$ cat config.mk
export PLATFORM = sky130hd
export DESIGN_NAME = vem_ram
export DESIGN_NICKNAME = d
export VERILOG_FILES = /design/src/vem_ram.sv
export SDC_FILE = /design/constraint.sdc
export NUM_CORES = 1
export LEC_CHECK = 0
export ABC_AREA = 1
export BUFFER_PORTS_ARGS = -buffer_cell sky130_fd_sc_hd__buf_4
export CAP_MARGIN = 20
export CORE_ASPECT_RATIO = 1.25
export CORE_MARGIN = 2
export CORE_UTILIZATION = 60
export DETAILED_ROUTE_END_ITERATION = 8
export GPL_TIMING_DRIVEN = 0
export PLACE_DENSITY = 0.9
export SLEW_MARGIN = 20
export SYNTH_ARGS = -nofsm -noshare
export SYNTH_HDL_FRONTEND = slang
export SYNTH_SLANG_ARGS = --single-unit
$ cat constraint.sdc
create_clock -name clock -period 2.6 [get_ports clock]
set_input_delay 0.78 -clock clock [delete_from_list [all_inputs] [get_ports clock]]
set_output_delay 0.78 -clock clock [all_outputs]
set_load 0.03 [all_outputs]
$ cat src/vem_ram.sv
// Generic single write port, single read port RAM with registered read data.
`timescale 1ns / 1ps
`default_nettype none
module vem_ram #(
   parameter int Width = 8,
   parameter int Depth = 16
) (
   input  wire logic                     clock,
   input  wire logic                     wr_en,
   input  wire logic [$clog2(Depth)-1:0] wr_addr,
   input  wire logic [Width-1:0]         wr_data,
   input  wire logic                     rd_en,
   input  wire logic [$clog2(Depth)-1:0] rd_addr,
   output logic      [Width-1:0]         rd_data
);

   logic [Width-1:0] mem_ff [Depth];
   logic [Width-1:0] rd_data_ff;

   always_ff @(posedge clock) begin
      if (wr_en) begin
         mem_ff[wr_addr] <= wr_data;
      end
      if (rd_en) begin
         rd_data_ff <= mem_ff[rd_addr];
      end
   end

   assign rd_data = rd_data_ff;

endmodule
`default_nettype wire

==> metrics.md <==
| Metric | Value |
|---|---|
| Internal | `between 3 and 4 mW` |
| Die Height | `between 100 and 150 um` |
| Clock Skews | `0.00895 ns` |
| Fmax | `approximately 550 MHz` |
| Unrepaired setup endpoints after global routing | `no` |
| Logic pwr share | `7.0%` |
| Clock power share | `43.4%` |
| Gate Count Post-Synth | `about 550` |
| CP Class | `input pin to flip-flop` |
| Worst-path cell chain | `buf_4 > nand3b_1 > nor2_1` |
| Worst Path Max Fanout | `8` |
| Initial Util | `between 60% and 70%` |
| Syn Area/Cell | `roughly 11 sq um` |
| Final Wtd Congestion | `0.913` |
| Total power draw | `approximately 5 mW` |
| Number of global-route vias before repair | `just under 4000` |
| I/O Buffers | `23` |
| Crit path arrival time | `about 1.9 ns` |
| Leakage | `approximately 2.9 nW` |
| Antenna cells | `0` |
| Seq pwr share | `about half` |
| Switching share of power | `between 20% and 30%` |
| Cell Area, Synth | `5850 sq um` |
| Post-DR vias/cell | `roughly 5.4` |
| Reg2reg path depth | `6` |
| Unique masters post-synth | `11` |
| Antenna violations before repair | `0` |
| Cell count of the worst hold path | `1` |
| Status | `finished clean` |
| Gr usage total | `about 28%` |
| Fillcell total | `around 660` |
| Clock latency at the later pin of the worst-skew pair | `around 0.42 ns` |
| Placed cells | `700` |
| Max stage delay on crit path | `~0.71 ns` |
| Synth-to-Final Area Change | `14.9%` |
| Mapped Nets | `between 500 and 600` |
| WL final | `13.7 mm` |
| Reg clk slew, reported paths | `0.06 ns` |
| Number of H-tree levels | `4` |
| Vias | `about 4000` |
| Seq/Total Area, Yosys | `69.8%` |
| Tightest Hold Check Type | `input pin to flip-flop` |
| Commonest non-fill, non-tap cell in the layout | `nand2_1` |
| Post-CTS Hold Buffers | `0` |
| Worst-margin pin slew | `between 0.8 and 0.9 ns` |
| Largest net degree at the start of global routing | `17` |
| Worst endpoint required time | `2.64 ns` |
| Yosys Warn Count | `0` |
| FF/Latch Area | `approximately 4000 sq um` |
| Max Cap Viol | `0` |
| Die X | `around 92 um` |
| Slew margin rel. | `a little over two fifths` |
| Routed WL per cell | `between 15 and 20 um` |
| Post-DRT Antenna Nets | `0` |
| Post_cts resized | `0` |
| Filler-free cell count of the finished design | `~730` |
| Ports | `27` |
| Pwr dens | `~740 nW/um^2` |
| Final #Nets | `612` |
| Rows | `40` |
| Min cycle time layout | `1.83 ns` |
| CP endpoint kind | `flip-flop` |
| Final Max Slew Viols | `0` |
| Final instance area | `~6700 sq um` |
| Die area | `approximately 11000 sq um` |
| Crit share post-route | `between 70% and 80%` |
| Post-CTS setup buffer count | `0` |
| Iter 0 DRT Violations | `509` |
| Max VDD drop | `0.543 mV` |
| CTS tree | `done` |
| Post-route setup TNS | `0 ns` |
| Hpwl dp | `8.87 mm` |
| Root Driver | `clkbuf_16` |
| Final setup fails | `0` |
| Core ar. | `9560 sq um` |
| Clk buf depth | `2` |
| First-pass detailed-route iteration total | `5` |
| DR DRC count | `0` |
| CP Launch Type | `input pin` |
| Multi-input gate area | `around 1200 sq um` |
| Cell area after placement | `roughly 6200 sq um` |
| Clock sinks | `136` |
| First-pass GRT wire length | `about 21 mm` |
| Cts bufs inserted | `17` |
| Sw Pwr | `approximately 1.1 mW` |
| Layout cells sized above 1 | `about an eighth` |
| Most frequent cells in the layout | `nand2_1, edfxtp_1, inv_1` |
| Global route total overflow | `0` |
| #FFs+latches synth | `around 140` |
| CP max stage cell | `nor2_1` |
| Final Hold Fails | `0` |
path summary, 6_finish.rpt:
kind | start | to | slack (ns)
max | wr_addr[2] | mem_ff[8][3]$_DFFE_PP_ | 0.77
min | rd_en | rd_data[1]$_DFFE_PP_ | 0.64
max reg2reg | mem_ff[14][2]$_DFFE_PP_ | rd_data[2]$_DFFE_PP_ | 1.41
min reg2reg | mem_ff[10][1]$_DFFE_PP_ | rd_data[1]$_DFFE_PP_ | 0.76
cells by family (layout without fill, tap and decap cells):
group,count (synthesis),in the layout,share of synthesized area [%]
DFF,136,136,69.8
and+or+nand+nor,289,289,20.8
buffers and inverters,126,181,9.39
worst max-delay path, delay by kind of cell:
kind	cells	cell delay (ns)
and+or+nand+nor	2	0.97
buffers and inverters	1	0.12
per-stage QoR:
| stage | utilization (%) | setup slack [ns] | hold WS, ns |
|---|---|---|---|
| 6_report | 70.3 | 0.768 | 0.636 |
| 3_3_place_gp | 64.6 | 0.386 | 0.737 |
| 4_1_cts | 70.3 | 0.797 | 0.634 |
| 5_1_grt | 70.3 | 0.701 | 0.637 |
| 2_1_floorplan | - | 0.869 | 0.683 |
| 3_5_place_dp | 64.6 | 0.347 | 0.736 |
state kept, by name, summed over array words and instances (netlist names):
signal,flops
rd_data,8
mem_ff,128
layer usage:
metal	vias up	track usage (%)	wire length [um]
met5	-	0	0
met4	0	12.5	297
met3	29	6.91	1420
met2	238	44.6	6690
met1	1847	36.7	5260
li1	1864	-	-
cell type report:
type                            count  area share [%]
Sequential cell                   136            60.8
Multi-Input combinational cell    289            18.1
Clock buffer                       18            6.39
Inverter                          102            5.70
Timing Repair Buffer               23            2.57
Buffer                             24            2.48
Tap cell                          126            2.35
Clock inverter                     14            1.64
synthesized netlist by cell type, drive strengths merged:
cell type / n / area share, %
nand2: 173 / 11
nand3b: 2 / 0.26
inv: 102 / 6.5
buf: 24 / 2.8
nand3: 97 / 8.3
nor2: 17 / 1.1
edfxtp: 136 / 70
power groups by stage:
stage	sequential [mW]	clock, mW	combinational, mW
after floorplan	2.55	0	0.173
after global placement	2.53	0	0.334
after detailed placement	2.53	0	0.341
after CTS	2.48	2.17	0.344
after global routing	2.49	2.27	0.377
final	2.48	2.17	0.348
Power figures use the tool's default switching activity.
