$ cat src/vem_pkg.sv
// Shared types, constants and the logarithm table of the vortex energy and momentum core.
`timescale 1ns / 1ps
`default_nettype none
package vem_pkg;

   localparam int MAX_POINTS     = 64;
   localparam int LOG_TABLE_BITS = 8;

   localparam int AddrW       = $clog2(MAX_POINTS);
   localparam int CountW      = $clog2(MAX_POINTS + 1);
   localparam int CoordW      = 16;
   localparam int ProdW       = 2 * CoordW;
   localparam int ArgW        = 35;
   localparam int ArgMagW     = ArgW - 1;
   localparam int PosW        = $clog2(ArgMagW);
   localparam int LnFracW     = 24;
   localparam int LnW         = 30;
   localparam int TermProdW   = ProdW + LnW;
   localparam int TermW       = TermProdW - LnFracW;
   localparam int EnergyW     = 44;
   localparam int MomW        = 37;
   localparam int PointCountW = 7;
   localparam int TableSize   = 1 << LOG_TABLE_BITS;
   localparam int ScaleW      = 21;
   localparam int SplitW      = EnergyW / 2;
   localparam int ScaleProdW  = SplitW + ScaleW;
   localparam int ScaleSumW   = EnergyW + LnFracW;
   localparam int QueueDepth  = 2;
   localparam int QueuePtrW   = $clog2(QueueDepth);
   localparam int QueueFillW  = $clog2(QueueDepth + 1);
   localparam int OneExp      = 30;

   localparam logic signed [LnW-1:0]   LN2_Q24    = 30'sd11629080;
   localparam logic [ScaleW-1:0]       INV4PI_Q24 = 21'd1335088;
   localparam logic signed [ArgW-1:0]  ArgOne     = 35'sh0_8000_0000;

   typedef struct packed {
      logic signed [CoordW-1:0] x;
      logic signed [CoordW-1:0] y;
      logic signed [CoordW-1:0] z;
      logic signed [CoordW-1:0] g;
   } point_type;

   typedef struct packed {
      point_type         pt;
      logic              last;
      logic              drop;
      logic [CountW-1:0] slot;
   } item_type;

   typedef struct packed {
      logic                    valid;
      logic                    coincident;
      logic signed [TermW-1:0] term;
   } pair_result_type;

   typedef struct packed {
      logic idle;
      logic pair_busy;
   } back_status_type;

   typedef enum logic [2:0] {
      ST_IDLE,
      ST_WALK,
      ST_DRAIN,
      ST_UPDATE,
      ST_ABS,
      ST_SCALE_LO,
      ST_SCALE_HI,
      ST_COMBINE
   } back_state_type;

   typedef logic [LnFracW-1:0] log_table_type [TableSize];

   // Bit-serial unsigned division, evaluated only while the table is built.
   function automatic longint unsigned udiv(longint unsigned n, longint unsigned d);
      longint unsigned q;
      longint unsigned r;
      q = 0;
      r = 0;
      for (int i = 63; i >= 0; i--) begin
         r = (r << 1) | ((n >> i) & 64'd1);
         if (r >= d) begin
            r = r - d;
            q = q | (64'd1 << i);
         end
      end
      return q;
   endfunction

   // ln(1 + m / 2^LOG_TABLE_BITS) in Q.24 through the odd atanh series.
   function automatic longint unsigned log_entry(longint unsigned m);
      longint unsigned den;
      longint unsigned t;
      longint unsigned t2;
      longint unsigned term;
      longint unsigned sum;
      longint unsigned k;
      den  = (64'd1 << (LOG_TABLE_BITS + 1)) + m;
      t    = udiv(m << 32, den);
      t2   = (t * t) >> 32;
      term = t;
      sum  = 0;
      k    = 1;
      for (int it = 0; it < 64; it++) begin
         if (term != 0) begin
            sum  = sum + udiv(term, k);
            term = (term * t2) >> 32;
            k    = k + 2;
         end
      end
      return sum >> 7;
   endfunction

   function automatic log_table_type build_log_table();
      log_table_type tbl;
      for (int i = 0; i < TableSize; i++) begin
         tbl[i] = LnFracW'(log_entry(longint'(i)));
      end
      return tbl;
   endfunction

   localparam log_table_type LOG_TABLE = build_log_table();

   function automatic logic signed [EnergyW-1:0] sat_energy(logic signed [EnergyW:0] v);
      if (v[EnergyW] != v[EnergyW-1]) begin
         return v[EnergyW] ? {1'b1, {(EnergyW-1){1'b0}}} : {1'b0, {(EnergyW-1){1'b1}}};
      end
      return v[EnergyW-1:0];
   endfunction

   function automatic logic signed [MomW-1:0] sat_mom(logic signed [MomW:0] v);
      if (v[MomW] != v[MomW-1]) begin
         return v[MomW] ? {1'b1, {(MomW-1){1'b0}}} : {1'b0, {(MomW-1){1'b1}}};
      end
      return v[MomW-1:0];
   endfunction

endpackage
`default_nettype wire

$ cat src/vem_front.sv
// Front end: accepts words, classifies them as stored or dropped, and queues them.
`timescale 1ns / 1ps
`default_nettype none
module vem_front (
   input  wire logic              clock,
   input  wire logic              reset,
   input  wire logic              push,
   output logic                   full,
   input  wire vem_pkg::point_type pt,
   input  wire logic              last,
   output logic                   q_valid,
   output vem_pkg::item_type      q_item,
   input  wire logic              q_pop
);
   import vem_pkg::*;

   item_type               entry_ff [QueueDepth];
   item_type               entry_in;
   logic [QueuePtrW-1:0]   wptr_ff, wptr_in;
   logic [QueuePtrW-1:0]   rptr_ff, rptr_in;
   logic [QueueFillW-1:0]  fill_ff, fill_in;
   logic [CountW-1:0]      count_ff, count_in;
   logic                   accept;
   logic                   take;

   assign full    = (fill_ff == QueueFillW'(QueueDepth));
   assign q_valid = (fill_ff != '0);
   assign q_item  = entry_ff[rptr_ff];
   assign accept  = push && !full;
   assign take    = q_pop && q_valid;

   always_comb begin
      entry_in.pt   = pt;
      entry_in.last = last;
      entry_in.drop = (count_ff == CountW'(MAX_POINTS));
      entry_in.slot = count_ff;

      count_in = count_ff;
      if (accept) begin
         if (last) begin
            count_in = '0;
         end else if (!entry_in.drop) begin
            count_in = count_ff + CountW'(1);
         end
      end

      wptr_in = accept ? wptr_ff + QueuePtrW'(1) : wptr_ff;
      rptr_in = take ? rptr_ff + QueuePtrW'(1) : rptr_ff;
      fill_in = fill_ff;
      if (accept && !take) begin
         fill_in = fill_ff + QueueFillW'(1);
      end else if (take && !accept) begin
         fill_in = fill_ff - QueueFillW'(1);
      end
   end

   always_ff @(posedge clock) begin
      if (reset) begin
         wptr_ff  <= '0;
         rptr_ff  <= '0;
         fill_ff  <= '0;
         count_ff <= '0;
      end else begin
         wptr_ff  <= wptr_in;
         rptr_ff  <= rptr_in;
         fill_ff  <= fill_in;
         count_ff <= count_in;
      end
   end

   always_ff @(posedge clock) begin
      if (accept) begin
         entry_ff[wptr_ff] <= entry_in;
      end
   end

endmodule
`default_nettype wire

$ cat config.mk
export PLATFORM = sky130hd
export DESIGN_NAME = vem_front
export DESIGN_NICKNAME = d
export VERILOG_FILES = /design/src/vem_pkg.sv /design/src/vem_front.sv
export SDC_FILE = /design/constraint.sdc
export NUM_CORES = 1
export LEC_CHECK = 0
export BUFFER_PORTS_ARGS = -buffer_cell sky130_fd_sc_hd__buf_2
export CORE_ASPECT_RATIO = 2
export CORE_MARGIN = 10
export CORE_UTILIZATION = 50
export DETAILED_ROUTE_END_ITERATION = 12
export PLACE_DENSITY = 0.73
export SETUP_SLACK_MARGIN = 0.1
export SYNTH_ARGS = -nofsm -noshare
export SYNTH_HDL_FRONTEND = slang
export SYNTH_SLANG_ARGS = --single-unit
export TNS_END_PERCENT = 30
$ cat constraint.sdc
create_clock -name clock -period 7.36 [get_ports clock]
set_input_delay 0.736 -clock clock [delete_from_list [all_inputs] [get_ports clock]]
set_output_delay 0.736 -clock clock [all_outputs]
set_load 0.01 [all_outputs]
==> implementation parameters <==
Parameter                              Value

Outcome
  Result of the run ... finished clean

Worst setup path
  Reg-to-reg critical path endpoint ... entry_ff[0][55]
  Sort of element at the start of the critical path ... flip-flop
  CP Buf/Inv Count ... 1
  Gate family responsible for the most delay along the worst path ... flip-flops
  Slowest cell on the critical path ... sky130_fd_sc_hd__dfxtp_4
  Required time of the critical path ... 6.62 ns
  Crit path capture type ... output pin
  Worst-path cell chain ... mux2_2, buf_2
  R2R depth ... 4
  Critical path type ... reg2out
  FF-to-FF Start ... fill_ff[0]
  Arrival time of the worst setup path ... 2.03 ns
  Setup slack, reg-to-reg ... 5.25 ns
  Largest fanout of any net on the critical path ... 73
  Highest cell delay on the worst timing path ... roughly 0.96 ns

Floorplan
  Num ports ... between 100 and 150
  Core ar. ... roughly 12000 sq um
  Effective utilization at floorplan ... 0.505
  Row count ... 56
  DIE AREA ... between 15000 and 20000 sq um
  Width of the die ... just under 100 um
  Die height ... ~170 um

Clock network
  CTS Buffer Depth ... 2
  Clock-pin slew on the worst setup and hold paths ... ~0.06 ns
  Count of instances resized after the clock tree is built ... 0
  Sinks on Clock Net ... around 160
  CTS tree ... built
  Worst-skew pair later-pin latency ... roughly 0.41 ns
  H-tree depth ... 4
  CTS Buf Count ... 17
  Clock tree root buffer cell ... sky130_fd_sc_hd__clkbuf_16
  Count of buffers added by post-CTS timing repair for setup ... 0
  CTS Hold Bufs ... 0

Timing
  Clock skew ... 0.0168 ns
  Maximum operating frequency ... between 0.3 and 0.4 GHz
  Max-slew headroom ... 0.325
  Final critical path time including I/O delays and setup ... 2.76 ns
  Pin slew with the least headroom to its limit ... 1.01 ns
  Final count of negative-setup-slack endpoints ... 0
  RSZ-0062 raised after global routing ... false
  Final hold vios ... 0
  Fin. max-slew vios ... 0
  Setup total negative slack ... 0 ns
  Final Cycle Share ... 0.375

Detailed routing
  Vias after detailed routing ... between 3000 and 4000
  Number of DRC violations after detailed routing ... 0
  DRC violation total after the first TritonRoute iteration ... ~170
  Total wire length ... about 12000 um
  Routed wire length per instance ... between 15 and 20 um
  Antenna-violating nets left ... 0
  Number of iterations in the first detailed-routing pass ... 4
  Average vias per placed instance ... about 5.2

Placement
  GP Congestion ... ~0.79
  Placed cell count ... between 500 and 600
  Post-DP HPWL ... ~8100 um
  Cell area after placement ... 6750 sq um
  Count of buffers inserted at the top-level ports ... 143

Hold path
  Hold Path Sink ... entry_ff[0][16]
  Hold Path Cell Cnt ... 1
  Path type of the worst min-delay path ... in2reg
  Hold path startpoint ... pt[7]

Global route
  Total routing resource utilization after global routing ... 0.141
  First-pass GRT wire length ... 18300 um
  Number of antenna violations at the first check in global routing ... 2
  Maximum number of pins on one net before global-route repair ... 74
  Total grt overflow ... 0
  Via count of the first global-routing pass ... 3427

Synthesis
  Post-synthesis instance area ... between 5000 and 6000 sq um
  Leading cell types by count after synthesis ... sky130_fd_sc_hd__edfxtp_1, sky130_fd_sc_hd__mux2_2, sky130_fd_sc_hd__mux2_1
  Mapped Cells ... 300
  Top area cells in the synthesized netlist ... sky130_fd_sc_hd__edfxtp_1, sky130_fd_sc_hd__mux2_2, sky130_fd_sc_hd__dfxtp_1
  Part of the Yosys area used for sequential elements ... 0.787
  Most common cell in the netlist ... sky130_fd_sc_hd__edfxtp_1
  Cell accounting for the most synthesized area ... sky130_fd_sc_hd__edfxtp_1
  Top_reg_cell synth ... sky130_fd_sc_hd__edfxtp_1
  Flip-flop and latch count after synthesis ... between 150 and 200
  Syn nets ... 372
  Number of library cell types mapped by synthesis ... 31
  Yosys Warn Count ... 0
  Top-area cell type share of the netlist area ... 0.746
  Syn Area/Cell ... 19.6 sq um
  Number of synthesized flops with an enable pin ... between 100 and 150
  Async S/R FF share, synth ... 0

Power
  Switching share of power ... 0.272
  Flop pwr share ... 0.481
  Worst VDD drop ... ~0.3 mV
  Overall power after layout ... 2.55 mW
  Share of power burned in the clock network ... 0.305
  Power density of the placed cells ... between 300 and 400 nW/um^2
  Cell Int Power ... between 1.5 and 2 mW
  Part of the total power dissipated in combinational logic ... 0.214
  Switching Power ... around 700 uW
  Leakage Power ... roughly 2.7 nW

Finish
  Final Instance Area ... 7280 sq um
  Layout Nets ... about 520
  Share of post-route cells with drive strength above 1 ... 0.520
  Cell Count, Final, Fillers Out ... between 600 and 700
  Area Growth Syn to Fin ... 23.9%

Flow run
  Max-cap check violation count ... 0
## layer usage
layer / part of all wire / vias to the layer above / track usage
met5: 0.0015 / - / 0
met4: 0.035 / 2 / 0.0822
met3: 0.053 / 26 / 0.0495
met2: 0.56 / 118 / 0.251
met1: 0.35 / 1536 / 0.135
li1: - / 1478 / -
## sequential cells by signal (all words and copies together), names as in the netlist, named ones only
register and count:
count_ff 7, fill_ff 2, rptr_ff 1, entry_ff 146, wptr_ff 1
## cell families (layout without fill, tap and decap cells)
family,count (synthesis),after routing,synth area share
XOR/XNOR,4,4,0.00596
AND/OR/NAND/NOR,30,30,0.0309
buffers and inverters,16,181,0.0115
flip-flops,158,158,0.787
multiplexers,73,73,0.140
adder cells (fa/ha/maj),3,3,0.00639
other,0,1,0
AO/OA/AOI/OAI,16,16,0.0179
## final cells by class
class                   count  area (sq um)
well taps                 145           181
multi-input cells         126          1190
repair buffers            144           723
fillers                   872          4350
clock buffers              18           429
flip-flops and latches    158          4630
inverters                   5          18.8
diodes                      1          2.50
clock inverters            14           103
## stage by stage
step | util | hold slack, ns | worst slack (ns)
global placement | 0.580 | 0.480 | 5.02
detailed placement | 0.580 | 0.503 | 5.01
finish | 0.626 | 0.504 | 4.60
CTS | 0.626 | 0.492 | 4.55
global route | 0.626 | 0.490 | 4.49
floorplan | - | 0.450 | 2.95
## cell usage in the layout, fill, tap and decap left out, types with 2 or more instances in the layout
master / count
sky130_fd_sc_hd__a21oi_1: 7
sky130_fd_sc_hd__buf_2: 143
sky130_fd_sc_hd__clkbuf_16: 17
sky130_fd_sc_hd__clkinv_1: 3
sky130_fd_sc_hd__clkinv_2: 6
sky130_fd_sc_hd__clkinvlp_4: 3
sky130_fd_sc_hd__dfxtp_1: 11
sky130_fd_sc_hd__edfxtp_1: 146
sky130_fd_sc_hd__ha_1: 3
sky130_fd_sc_hd__inv_1: 5
sky130_fd_sc_hd__mux2_1: 15
sky130_fd_sc_hd__mux2_2: 58
sky130_fd_sc_hd__nand2_1: 4
sky130_fd_sc_hd__nand3_1: 3
sky130_fd_sc_hd__nor2_1: 6
sky130_fd_sc_hd__nor2_2: 2
sky130_fd_sc_hd__o21ai_1: 3
sky130_fd_sc_hd__o221a_1: 2
sky130_fd_sc_hd__or3b_2: 2
sky130_fd_sc_hd__or4b_1: 2
sky130_fd_sc_hd__xor2_1: 4
## worst max path at each step
stage | from | end | slack [ns] | cells after the start
2_1_floorplan | push | entry_ff[0][0] | 2.95 | 2
3_3_place_gp | flip-flop | q_item[26] | 5.02 | 2
3_5_place_dp | flip-flop | q_item[26] | 5.01 | 2
4_1_cts | flip-flop | q_item[26] | 4.55 | 2
5_1_grt | flip-flop | q_item[56] | 4.49 | 2
6_report | flip-flop | q_item[6] | 4.60 | 2
## power by group through the flow
stage / Clock (mW) / Sequential, mW / Combinational [mW]
after global placement: 0 / 1.24 / 0.548
after global routing: 0.836 / 1.25 / 0.589
after detailed placement: 0 / 1.25 / 0.557
after CTS: 0.796 / 1.23 / 0.560
after floorplan: 0 / 1.19 / 0.377
final: 0.780 / 1.23 / 0.546
Power figures use the tool's default switching activity.
